### config.mk
export PLATFORM = sky130hd
export DESIGN_NAME = chip8c_ctrl
export DESIGN_NICKNAME = d
export VERILOG_FILES = /design/src/hw/rtl/chip8c_pkg.sv /design/src/hw/rtl/chip8c_ctrl.sv
export VERILOG_INCLUDE_DIRS = /design/src /design/src/hw/rtl
export SDC_FILE = /design/constraint.sdc
export NUM_CORES = 1
export LEC_CHECK = 0
export BUFFER_PORTS_ARGS = -buffer_cell sky130_fd_sc_hd__buf_2
export CORE_MARGIN = 2
export CORE_UTILIZATION = 26
export DETAILED_ROUTE_END_ITERATION = 8
export PLACE_DENSITY = 0.42
export SYNTH_ARGS = -nofsm -noshare
export SYNTH_HDL_FRONTEND = slang
export SYNTH_SLANG_ARGS = --single-unit
### constraint.sdc
create_clock -name clk -period 2.46 [get_ports clk]
set_input_delay 0.369 -clock clk [delete_from_list [all_inputs] [get_ports clk]]
set_output_delay 0.369 -clock clk [all_outputs]
set_load 0.02 [all_outputs]
### src/hw/rtl/chip8_cpu_core_defines.svh
// Assertion macros for the chip8c RTL; chip8c_ctrl is the file that includes them.
// Needs clk and rst_n in the scope where a macro is used.
`ifndef CHIP8_CPU_CORE_DEFINES_SVH
`define CHIP8_CPU_CORE_DEFINES_SVH

// same-cycle implication
`define CHK_IMPL(label, ante, cons, msg) \
    label: assert property (@(posedge clk) disable iff (!rst_n) (ante) |-> (cons)) \
        else $error(msg);

// next-cycle implication
`define CHK_NEXT(label, ante, cons, msg) \
    label: assert property (@(posedge clk) disable iff (!rst_n) (ante) |=> (cons)) \
        else $error(msg);

`endif

### src/hw/rtl/chip8c_pkg.sv
`timescale 1ns / 1ps
// Shared types, codes and constants of the chip8c core.
// No dependencies.
package chip8c_pkg;

    localparam int STACK_DEPTH_DEF    = 16;
    localparam int DISPLAY_WIDTH_DEF  = 64;
    localparam int DISPLAY_HEIGHT_DEF = 32;
    localparam int MEMORY_BYTES_DEF   = 4096;
    localparam int ROW_BITS           = 64;
    localparam int FONT_BYTES         = 80;
    localparam logic [11:0] PC_RESET  = 12'd512;

    localparam logic [2:0] REQ_EXEC   = 3'd0;
    localparam logic [2:0] REQ_TICK   = 3'd1;
    localparam logic [2:0] REQ_MEM_WR = 3'd2;
    localparam logic [2:0] REQ_MEM_RD = 3'd3;
    localparam logic [2:0] REQ_ROW_RD = 3'd4;

    localparam logic [1:0] STAT_OK     = 2'd0;
    localparam logic [1:0] STAT_WAIT   = 2'd1;
    localparam logic [1:0] STAT_BAD_OP = 2'd2;
    localparam logic [1:0] STAT_STACK  = 2'd3;

    localparam logic [7:0] FONT_ROM [FONT_BYTES] = '{
        8'hF0, 8'h90, 8'h90, 8'h90, 8'hF0, 8'h20, 8'h60, 8'h20, 8'h20, 8'h70,
        8'hF0, 8'h10, 8'hF0, 8'h80, 8'hF0, 8'hF0, 8'h10, 8'hF0, 8'h10, 8'hF0,
        8'h90, 8'h90, 8'hF0, 8'h10, 8'h10, 8'hF0, 8'h80, 8'hF0, 8'h10, 8'hF0,
        8'hF0, 8'h80, 8'hF0, 8'h90, 8'hF0, 8'hF0, 8'h10, 8'h20, 8'h40, 8'h40,
        8'hF0, 8'h90, 8'hF0, 8'h90, 8'hF0, 8'hF0, 8'h90, 8'hF0, 8'h10, 8'hF0,
        8'hF0, 8'h90, 8'hF0, 8'h90, 8'h90, 8'hE0, 8'h90, 8'hE0, 8'h90, 8'hE0,
        8'hF0, 8'h80, 8'h80, 8'h80, 8'hF0, 8'hE0, 8'h90, 8'h90, 8'h90, 8'hE0,
        8'hF0, 8'h80, 8'hF0, 8'h80, 8'hF0, 8'hF0, 8'h80, 8'hF0, 8'h80, 8'h80
    };

    typedef enum logic [4:0] {
        ST_CLEAR, ST_IDLE, ST_DISPATCH, ST_MEM_CAP, ST_ROW_CAP,
        ST_FETCH_HI, ST_FETCH_LO, ST_READ_X, ST_READ_Y, ST_SPLIT,
        ST_XMOD, ST_DRAW_RD, ST_DRAW_WR, ST_BCD, ST_STORE,
        ST_LD_RD, ST_LD_WR, ST_EXEC, ST_DONE
    } ctl_state_t;

    typedef enum logic [4:0] {
        DOP_NONE, DOP_CLEAR, DOP_LATCH, DOP_MEM_WR, DOP_MEM_RD, DOP_MEM_CAP,
        DOP_ROW_RD, DOP_ROW_CAP, DOP_TICK, DOP_FETCH_HI, DOP_FETCH_LO,
        DOP_READ_X, DOP_READ_Y, DOP_XYMOD, DOP_DRAW_RD, DOP_DRAW_WR,
        DOP_BCD, DOP_STORE, DOP_LD_RD, DOP_LD_WR, DOP_EXEC
    } dp_op_t;

    typedef enum logic [2:0] {
        CL_EXEC, CL_DRAW, CL_BCD, CL_STORE, CL_LOAD
    } instr_class_t;

    typedef struct packed {
        dp_op_t op;
        logic   resp;
    } dp_cmd_t;

    typedef struct packed {
        logic [2:0]  req;
        logic        halted;
        logic [15:0] ir;
        logic [3:0]  cnt;
        logic        clr_done;
        logic        mod_done;
    } dp_stat_t;

    function automatic logic [7:0] font_byte(input logic [6:0] idx);
        logic [7:0] b;
        b = 8'd0;
        if (idx < 7'(FONT_BYTES))
        begin
            b = FONT_ROM[idx];
        end
        return b;
    endfunction

    // class of an instruction: the multi-step sequence it needs before the final step, or CL_EXEC
    function automatic instr_class_t classify(input logic [15:0] ir);
        instr_class_t c;
        c = CL_EXEC;
        if (ir[15:12] == 4'hD)
        begin
            c = CL_DRAW;
        end
        else if (ir[15:12] == 4'hF)
        begin
            if (ir[7:0] == 8'h33)
            begin
                c = CL_BCD;
            end
            else if (ir[7:0] == 8'h55)
            begin
                c = CL_STORE;
            end
            else if (ir[7:0] == 8'h65)
            begin
                c = CL_LOAD;
            end
        end
        return c;
    endfunction

endpackage

### src/hw/rtl/chip8c_ctrl.sv
`timescale 1ns / 1ps
// Sequencer of the chip8c core: steps the datapath through each request word.
// Depends on chip8c_pkg and chip8_cpu_core_defines.svh.
`include "chip8_cpu_core_defines.svh"
module chip8c_ctrl
    import chip8c_pkg::*;
(
    input  logic     clk,
    input  logic     rst_n,
    input  logic     in_valid,
    output logic     in_ready,
    output logic     out_valid,
    input  logic     out_ready,
    input  dp_stat_t stat,
    output dp_cmd_t  cmd
);

    ctl_state_t state_reg;
    ctl_state_t state_next;
    logic       out_valid_reg;
    logic       out_valid_next;

    always_ff @(posedge clk or negedge rst_n)
    begin
        if (!rst_n)
        begin
            state_reg     <= ST_CLEAR;
            out_valid_reg <= 1'b0;
        end
        else
        begin
            state_reg     <= state_next;
            out_valid_reg <= out_valid_next;
        end
    end

    always_comb
    begin
        state_next     = state_reg;
        cmd.op         = DOP_NONE;
        cmd.resp       = 1'b0;
        in_ready       = 1'b0;
        out_valid_next = out_valid_reg && !out_ready;
        unique case (state_reg)
            ST_CLEAR:
            begin
                cmd.op = DOP_CLEAR;
                if (stat.clr_done) state_next = ST_IDLE;
            end
            ST_IDLE:
            begin
                in_ready = 1'b1;
                if (in_valid)
                begin
                    cmd.op     = DOP_LATCH;
                    state_next = ST_DISPATCH;
                end
            end
            ST_DISPATCH:
            begin
                unique case (stat.req)
                    REQ_EXEC:   state_next = stat.halted ? ST_DONE : ST_FETCH_HI;
                    REQ_TICK:
                    begin
                        cmd.op     = DOP_TICK;
                        state_next = ST_DONE;
                    end
                    REQ_MEM_WR:
                    begin
                        cmd.op     = DOP_MEM_WR;
                        state_next = ST_DONE;
                    end
                    REQ_MEM_RD:
                    begin
                        cmd.op     = DOP_MEM_RD;
                        state_next = ST_MEM_CAP;
                    end
                    REQ_ROW_RD:
                    begin
                        cmd.op     = DOP_ROW_RD;
                        state_next = ST_ROW_CAP;
                    end
                    default:    state_next = ST_DONE;
                endcase
            end
            ST_MEM_CAP:
            begin
                cmd.op     = DOP_MEM_CAP;
                state_next = ST_DONE;
            end
            ST_ROW_CAP:
            begin
                cmd.op     = DOP_ROW_CAP;
                state_next = ST_DONE;
            end
            ST_FETCH_HI:
            begin
                cmd.op     = DOP_FETCH_HI;
                state_next = ST_FETCH_LO;
            end
            ST_FETCH_LO:
            begin
                cmd.op     = DOP_FETCH_LO;
                state_next = ST_READ_X;
            end
            ST_READ_X:
            begin
                cmd.op     = DOP_READ_X;
                state_next = ST_READ_Y;
            end
            ST_READ_Y:
            begin
                cmd.op     = DOP_READ_Y;
                state_next = ST_SPLIT;
            end
            ST_SPLIT:
            begin
                unique case (classify(stat.ir))
                    CL_DRAW:  state_next = ST_XMOD;
                    CL_BCD:   state_next = ST_BCD;
                    CL_STORE: state_next = ST_STORE;
                    CL_LOAD:  state_next = ST_LD_RD;
                    default:  state_next = ST_EXEC;
                endcase
            end
            ST_XMOD:
            begin
                cmd.op = DOP_XYMOD;
                if (stat.mod_done)
                begin
                    state_next = (stat.ir[3:0] == 4'h0) ? ST_EXEC : ST_DRAW_RD;
                end
            end
            ST_DRAW_RD:
            begin
                cmd.op     = DOP_DRAW_RD;
                state_next = ST_DRAW_WR;
            end
            ST_DRAW_WR:
            begin
                cmd.op     = DOP_DRAW_WR;
                state_next = (stat.cnt == stat.ir[3:0] - 4'd1) ? ST_EXEC : ST_DRAW_RD;
            end
            ST_BCD:
            begin
                cmd.op = DOP_BCD;
                if (stat.cnt == 4'd2) state_next = ST_EXEC;
            end
            ST_STORE:
            begin
                cmd.op = DOP_STORE;
                if (stat.cnt == stat.ir[11:8]) state_next = ST_EXEC;
            end
            ST_LD_RD:
            begin
                cmd.op     = DOP_LD_RD;
                state_next = ST_LD_WR;
            end
            ST_LD_WR:
            begin
                cmd.op     = DOP_LD_WR;
                state_next = (stat.cnt == stat.ir[11:8]) ? ST_EXEC : ST_LD_RD;
            end
            ST_EXEC:
            begin
                cmd.op     = DOP_EXEC;
                state_next = ST_DONE;
            end
            ST_DONE:
            begin
                // result register free, or being emptied this cycle
                if (!out_valid_reg || out_ready)
                begin
                    cmd.resp       = 1'b1;
                    out_valid_next = 1'b1;
                    state_next     = ST_IDLE;
                end
            end
            default: state_next = ST_IDLE;
        endcase
    end

    assign out_valid = out_valid_reg;

    `CHK_IMPL(a_resp_slot, cmd.resp, (!out_valid_reg || out_ready), "result over pending word")
    `CHK_NEXT(a_resp_shown, cmd.resp, out_valid_reg, "loaded result not presented")
    `CHK_NEXT(a_accept_go, (in_valid && in_ready), (state_reg == ST_DISPATCH), "word not dispatched")
    `CHK_IMPL(a_draw_rows, (state_reg == ST_DRAW_WR), (stat.cnt != 4'hF), "sprite row overrun")

endmodule

Word-level counts from Yosys, hierarchy flattened:

Cells that the tools add are included.

* output and inout port bits: 8
* logic and storage cells: 79
* bits in registers: 6

* reductions and logical operators: 9
* multiplexer cells: 27
* equal/unequal tests: 40
* add/subtract/negate cells: 1

Operators by type and width (count)
* 5-bit one-hot mux with 17 select lines: 2
* 5-bit 2-to-1 mux: 10
* 5-bit by 4-bit equality test with 1-bit output (second input constant): 8
* 5-bit by 3-bit equality test with 1-bit output (second input constant): 4
* 5-bit one-hot mux with 4 select lines: 1
* 3-bit 2-to-1 mux: 6
* 8-bit by 7-bit equality test with 1-bit output (second input constant): 2
* 4-bit one-hot mux with 4 select lines: 1
* 5-bit equality test (second input constant): 3
* 5-bit one-hot mux with 3 select lines: 1
* 3-bit by 2-bit equality test with 1-bit output (second input constant): 4
* 2-bit != test (second input constant): 6
* 5-bit by 2-bit equality test with 1-bit output (second input constant): 2
* 4-bit equality test: 2
* 4-bit equality test (second input constant): 2
* 8-bit by 6-bit equality test with 1-bit output (second input constant): 1
* 3-bit by 1-bit equality test with 1-bit output (second input constant): 2
* 3-bit equality test (second input constant): 2
* 6-bit AND reduction: 1
* 5-bit by 1-bit equality test with 1-bit output (second input constant): 1
* 5-bit logical NOT: 1
* 1-bit 2-to-1 mux: 5
* 4-bit by 2-bit equality test with 1-bit output (second input constant): 1
* 4-bit logical NOT: 1
* other kinds (7): 8

Longest topological paths before layout:

Gate-level depths: netlist of run 1.

* depth after elaboration: 10
* gate-level depth with buffers: 7

Worst setup path before layout of run 1:

OpenSTA, ideal clock, no wires.

* kind: register -> output
* start point: reg state_reg[0]
* end point: out cmd[4] in the netlist's numbering
* data required time: 2.091 ns
* path buffers: 2
* arrival time: 1.698 ns
* slack: 0.393 ns
* stages on the path, launching flop included: 6
* cell sequence: dfrtp_1 buf_2 clkbuf_1 nor4b_1 o22ai_1 a311oi_1

RTL lines
* start, declared: line chip8c_ctrl.sv:18 `ctl_state_t state_reg;`
* start signal, assigned: line chip8c_ctrl.sv:32 `state_reg <= state_next;`
* end, declared: line chip8c_ctrl.sv:15 `output dp_cmd_t cmd`

==> flow_summary_export.csv, run 1 <==
group,metric,value,unit
cells_and_area,area_growth_syn_to_layout,23.3,%
die,initial_core_util,27.3,%
synthesis,syn_area,1210,µm²
cells_and_area,drive_gt1_share,26.8,%
grt,grt_pass1_wl,6420,µm
routing,ant_nets,0,
run,cap_viol_max_count,0,
routing,dr.pass1.iters,5,
routing,wl,3880,µm
die,pin_count,38,
synthesis,ys_seq_elements,6,
sta,finalSetupViolCount,0,
cts,cts_made_buffers,3,
setup_path,critPathLaunchType,"flop",
cells_and_area,final_area,1490,µm²
sta,timing.final.crit_share,89.6,%
synthesis,synth_ff_type,"dfrtp_1",
routing,drt_iter0_drc,117,
grt,grt_usage,15.5,%
cts,cts.sinks,6,
setup_path,crit_path_max_incr_delay,0.52,ns
synthesis,async_reset_ff_share,100,%
synthesis,syn_inst,165,
placement,post-dp-hpwl,3140,µm
cts,cts_tree,"yes",
cells_and_area,nets,234,
grt,grt_max_degree,18,
setup_path,setup.worst_path.class,"reg -> out",
setup_path,cp_num_buf_inv,1,
synthesis,synth_fp_nets,199,
placement,placed_area,1430,µm²
placement,port_buffers,37,
setup_path,r2r_cells,5,
hold_path,whs_endpoint,"out_valid$_DFF_PN0_",
cts,worst_skew_pair.late_latency,0.22,ns
die,dieWidth,72.1,µm
synthesis,ys_types,56,
hold_path,hold_depth,2,
setup_path,cp.arrival,1.84,ns
setup_path,rr_endpoint,"state_reg[3]$_DFFE_PN0P_",
sta,fin_crit,2.20,ns
cells_and_area,num-fill-cells,499,
sta,holdWs,0.392,ns
cells_and_area,largest_reg_flops,5,
routing,via_per_inst,5.64,
sta,relSlewSlack,68.4,%
power,power.density,943,nW/µm²
cts,cts_root_buf,"clkbuf_8",
setup_path,crit_slowest_cell,"dfrtp_1",
power,p_total,1400,µW
setup_path,cp.required,2.09,ns
hold_path,min_from,"out_ready",
grt,grt_pass1_vias,1383,
die,core_area,4410,µm²
sta,rsz0062_at_grt,"no",
cts,path_clk_slew,0.04,ns
cells_and_area,layout_commonest_cell,"buf_2",
cells_and_area,layout_common_cells,"buf_2 (37), inv_1 (11), nor2_1 (10), nand2_1 (10)",
setup_path,cp_cell_sequence,"or3_1 -> nor3_4 -> nand2_1 -> o221ai_1 -> buf_2",
sta,worst_clock_skew,0.000345,ns
routing,wl_per_cell,15.5,µm
grt,antenna_found_initial,0,
routing,vias,1411,
cts,htree_levels,1,
power,irDropWorstVdd,297,µV
die,die_h,72.1,µm
routing,drc,0,
sta,drv_slew,0,
die,dieArea,5200,µm²
synthesis,yosysWarnings,0,
placement,gp_congestion,0.907,
die,std_cell_rows,24,
sta,fmax,0.454,GHz
setup_path,path_max_fanout,15,
power,leakage,0.000619,µW
synthesis,seq_area_frac_synth,12.4,%
synthesis,avgSynthCellArea,7.31,µm²
setup_path,critPathTopFamily,"simple AND/OR/NAND/NOR gates",
cts,cts_buffer_depth,2,
sta,setup_tns,0,ns
grt,overflow,0,
cells_and_area,n_antenna_cell,0,
status,status,"complete, no violations",
setup_path,worst_setup_path_end_kind,"primary output",
setup_path,worstReg2RegStart,"state_reg[3]$_DFFE_PN0P_",
synthesis,synth_edf_count,0,
sta,worst_pin_slew,0.472,ns
setup_path,rrSetupSlack,0.48,ns
sta,finalHoldViolations,0,
hold_path,hold_class,"in -> reg",
## synth_stat cells, types with 4 or more instances
| cell type | number | share of area (%) |
|---|---|---|
| xor2_1 | 4 | 2.9 |
| nor3_1 | 9 | 3.7 |
| dfrtp_1 | 6 | 12 |
| a21oi_1 | 9 | 3.7 |
| xnor2_1 | 9 | 6.5 |
| nand2_1 | 10 | 3.1 |
| ha_1 | 4 | 4.1 |
| inv_1 | 11 | 3.4 |
| nor2b_1 | 4 | 2.1 |
| buf_2 | 4 | 1.7 |
| nor4_1 | 4 | 2.1 |
| o21ai_0 | 8 | 3.3 |
| nor2_1 | 10 | 3.1 |
| clkbuf_1 | 7 | 2.2 |
## cell families (layout without fill, tap and decap cells)
logic type | after synthesis | after routing | synth area share [%]
simple gates | 67 | 67 | 34.5
xor+xnor | 13 | 13 | 9.44
fa+ha+maj | 4 | 4 | 4.15
buf+inv | 22 | 55 | 7.26
mux | 3 | 3 | 2.70
compound gates | 50 | 50 | 29.5
flops | 6 | 6 | 12.4
## worst reg2reg max path, delay by kind of cell (launching register included)
family          cells  cell delay [ns]
simple gates        4             1.18
flops               1             0.52
compound gates      1             0.14
## metal layers
| metal | track usage (%) | up-vias | part of all wire, % |
|---|---|---|---|
| li1 | - | 694 | - |
| met1 | 19.6 | 664 | 42 |
| met2 | 26.5 | 44 | 51 |
| met3 | 3.06 | 9 | 5.3 |
| met4 | 5.03 | 0 | 1.5 |
| met5 | 0 | - | 0 |
## where the power goes
part	leakage, µW	internal [µW]	switching (µW)
sequential	0.0000757	142	100
combinational	0.000522	399	613
clock	0.0000216	105	44.3
## worst max path at each step
stage,cells after the start,startpoint,to
2_1_floorplan,5,state_reg[0]$_DFFE_PN0P_,cmd[4]
3_3_place_gp,4,state_reg[0]$_DFFE_PN0P_,cmd[2]
3_5_place_dp,4,state_reg[0]$_DFFE_PN0P_,cmd[2]
4_1_cts,4,state_reg[0]$_DFFE_PN0P_,cmd[2]
5_1_grt,6,state_reg[3]$_DFFE_PN0P_,cmd[2]
6_report,5,state_reg[3]$_DFFE_PN0P_,cmd[2]
## cell type report
type / count / area [µm²] / share of cell area, %
Timing Repair Buffer: 41 / 218 / 14.6
Multi-Input combinational cell: 137 / 971 / 65.3
Sequential cell: 6 / 151 / 10.2
Clock buffer: 3 / 41.3 / 2.78
Inverter: 11 / 41.3 / 2.78
Tap cell: 52 / 65.1 / 4.37
## timing repair
item                                    4_1_cts  5_1_grt
hold buffers                                  1        0
resized for setup                             0        2
endpoints found under the setup margin        0        1
hold endpoints to repair                      6        0
buffers inserted                              0        0
## stage by stage
step | worst slack [ns] | utilization, % | instances
final | 0.255 | 33.7 | 250
after floorplan | 0.393 | - | 165
after global placement | 0.307 | 32.5 | 246
after detailed placement | 0.274 | 32.5 | 246
after global routing | 0.0969 | 33.7 | 250
after CTS | 0.0243 | 33.6 | 250
Power figures use the tool's default switching activity.
==> inputs of run 2 (changes only) <==
--- a/config.mk
+++ b/config.mk
@@ -6,7 +6,7 @@
 export SDC_FILE = /design/constraint.sdc
 export NUM_CORES = 1
 export LEC_CHECK = 0
-export BUFFER_PORTS_ARGS = -buffer_cell sky130_fd_sc_hd__buf_2
+export BUFFER_PORTS_ARGS = -buffer_cell sky130_fd_sc_hd__clkbuf_2
 export CORE_MARGIN = 2
 export CORE_UTILIZATION = 26
 export DETAILED_ROUTE_END_ITERATION = 8
==> run 2 against run 1 <==
- critical endpoint unchanged
- first-iteration DRC count is 9.4% lower
- setup slack got worse by 0.074 ns
- final area increased by 0.42%
- clock-buffer cell count is the same
- sequential power up 3%
- flip-flop and latch count unchanged
- die area is the same
- combinational power about the same
- cell count up 0.40%
- via count rose by 0.50%
==> flow_summary_export.csv, run 2 (synthesis results as in run 1) <==
group,metric,value,unit
placement,gp_congestion,0.923,
routing,drt_iter0_drc,106,
setup_path,cp.required,2.09,ns
grt,overflow,0,
die,dieWidth,72.1,µm
power,comb_power_share,71.7,%
setup_path,cp_cell_sequence,"inv_1 -> nor4_1 -> a31oi_1 -> o221ai_1 -> clkbuf_2",
sta,timing.final.crit_share,92.6,%
die,std_cell_rows,24,
sta,setup_tns,0,ns
cells_and_area,area_growth_syn_to_layout,23.9,%
cts,worst_skew_pair.late_latency,0.22,ns
routing,ant_nets,0,
cts,cts_made_buffers,3,
power,irDropWorstVdd,256,µV
power,p_int,647,µW
setup_path,crit_slowest_cell,"dfrtp_1",
cts,cts_root_buf,"clkbuf_8",
die,die_h,72.1,µm
die,dieArea,5200,µm²
setup_path,setup.worst_path.class,"reg -> out",
sta,rsz0062_at_grt,"no",
cts,cts_buffer_depth,2,
cells_and_area,largest_reg_flops,5,
sta,finalHoldViolations,0,
routing,vias,1418,
grt,grt_pass1_wl,6250,µm
die,initial_core_util,27.3,%
cells_and_area,layout_common_cells,"clkbuf_2 (37), inv_1 (11), nor2_1 (10), nand2_1 (10)",
sta,holdWs,0.379,ns
power,power.density,944,nW/µm²
setup_path,critPathLaunchType,"flop",
setup_path,cp.arrival,1.91,ns
hold_path,hold_depth,2,
routing,wl,3800,µm
placement,placed_area,1440,µm²
cells_and_area,layout_commonest_cell,"clkbuf_2",
routing,dr.pass1.iters,4,
sta,fin_crit,2.28,ns
grt,antenna_found_initial,0,
setup_path,worst-path-stages,5,
cts,cts.sinks,6,
setup_path,r2r_cells,5,
power,clkPwrFrac,10.5,%
power,leakage,0.000628,µW
sta,fmax,0.439,GHz
routing,drc,0,
sta,finalSetupViolCount,0,
power,p_seq_share,17.7,%
hold_path,hold_class,"in -> reg",
sta,relSlewSlack,65.7,%
routing,wl_per_cell,15.1,µm
placement,preCtsSetupSlack,0.358,ns
sta,worst_clock_skew,0.00135,ns
sta,fin_ws,0.181,ns
setup_path,crit_path_max_incr_delay,0.65,ns
setup_path,path_max_fanout,17,
status,status,"complete, no violations",
run,cap_viol_max_count,0,
grt,grt_usage,15.1,%
power,p_switching,763,µW
sta,worst_pin_slew,0.514,ns
cells_and_area,final_area,1490,µm²
cts,path_clk_slew,0.04,ns
cells_and_area,n_antenna_cell,0,
grt,grt_max_degree,18,
setup_path,critPathTopFamily,"flip-flops",
cells_and_area,nets,235,
setup_path,cp_num_buf_inv,2,
cells_and_area,drive_gt1_share,26.6,%
grt,grt_pass1_vias,1373,
die,core_area,4410,µm²
routing,via_per_inst,5.65,
cts,cts_tree,"yes",
power,swShare,54.1,%
placement,port_buffers,37,
cts,htree_levels,1,
setup_path,worst_setup_path_end_kind,"primary output",
sta,drv_slew,0,
placement,post-dp-hpwl,3130,µm
die,pin_count,38,
[run 2: cell types whose count changed in the layout (fill, tap and decap cells not counted), sizes merged]
| cell | change |
|---|---|
| clkbuf | +37 |
| buf | -36 |
[run 2: what timing repair did]
action | 4_1_cts | 5_1_grt
setup buffers | 0 | 0
setup endpoints to repair | 0 | 1
gates resized for setup | 0 | 1
hold endpoints to repair | 6 | 0
hold buffers | 1 | 0
[run 2: worst register-to-register path, cell delays in order (launching register included)]
cell and delay [ns]:
dfrtp_1 0.51, nor2b_1 0.26, mux2_2 0.28, a22o_1 0.19, a221oi_2 0.24, or3b_1 0.37
[run 2: stage by stage]
stage	instances	utilization, %	power [µW]
after floorplan	165	-	961
after global placement	247	32.6	1250
after detailed placement	247	32.6	1250
after CTS	251	33.8	1410
after global routing	251	33.8	1540
final	251	33.8	1410
[run 2: area by class of cell]
type                    count  area (µm²)
fillers                   476        2920
multi-input cells         137         971
repair buffers             42         225
flip-flops and latches      6         150
well taps                  52        65.1
clock buffers               3        41.3
inverters                  11        41.3
[run 2: final timing paths]
check,start,end,slack (ns)
max in group asynchronous,rst_n,state_reg[2]$_DFFE_PN0P_,1.80
worst max register to register,state_reg[2]$_DFFE_PN0P_,state_reg[2]$_DFFE_PN0P_,0.48
worst min-delay path,out_ready,out_valid$_DFF_PN0_,0.38
worst min register to register,out_valid$_DFF_PN0_,out_valid$_DFF_PN0_,0.61
worst max-delay path,state_reg[0]$_DFFE_PN0P_,cmd[2],0.18
min in group asynchronous,rst_n,out_valid$_DFF_PN0_,0.51
[run 2: power groups by stage]
| stage | sequential, µW | clock, µW | combinational (µW) |
|---|---|---|---|
| 3_5_place_dp | 247 | 0 | 1000 |
| 4_1_cts | 247 | 150 | 1010 |
| 3_3_place_gp | 247 | 0 | 1000 |
| 6_report | 250 | 148 | 1010 |
| 5_1_grt | 266 | 161 | 1110 |
| 2_1_floorplan | 171 | 0 | 790 |
[run 2: routing by layer]
layer	routed length (µm)	vias up	GRT usage (%)
met3	200	9	2.50
met5	0	-	0
met4	105	0	5.66
met1	1640	657	18.3
li1	-	702	-
met2	1860	50	26.6
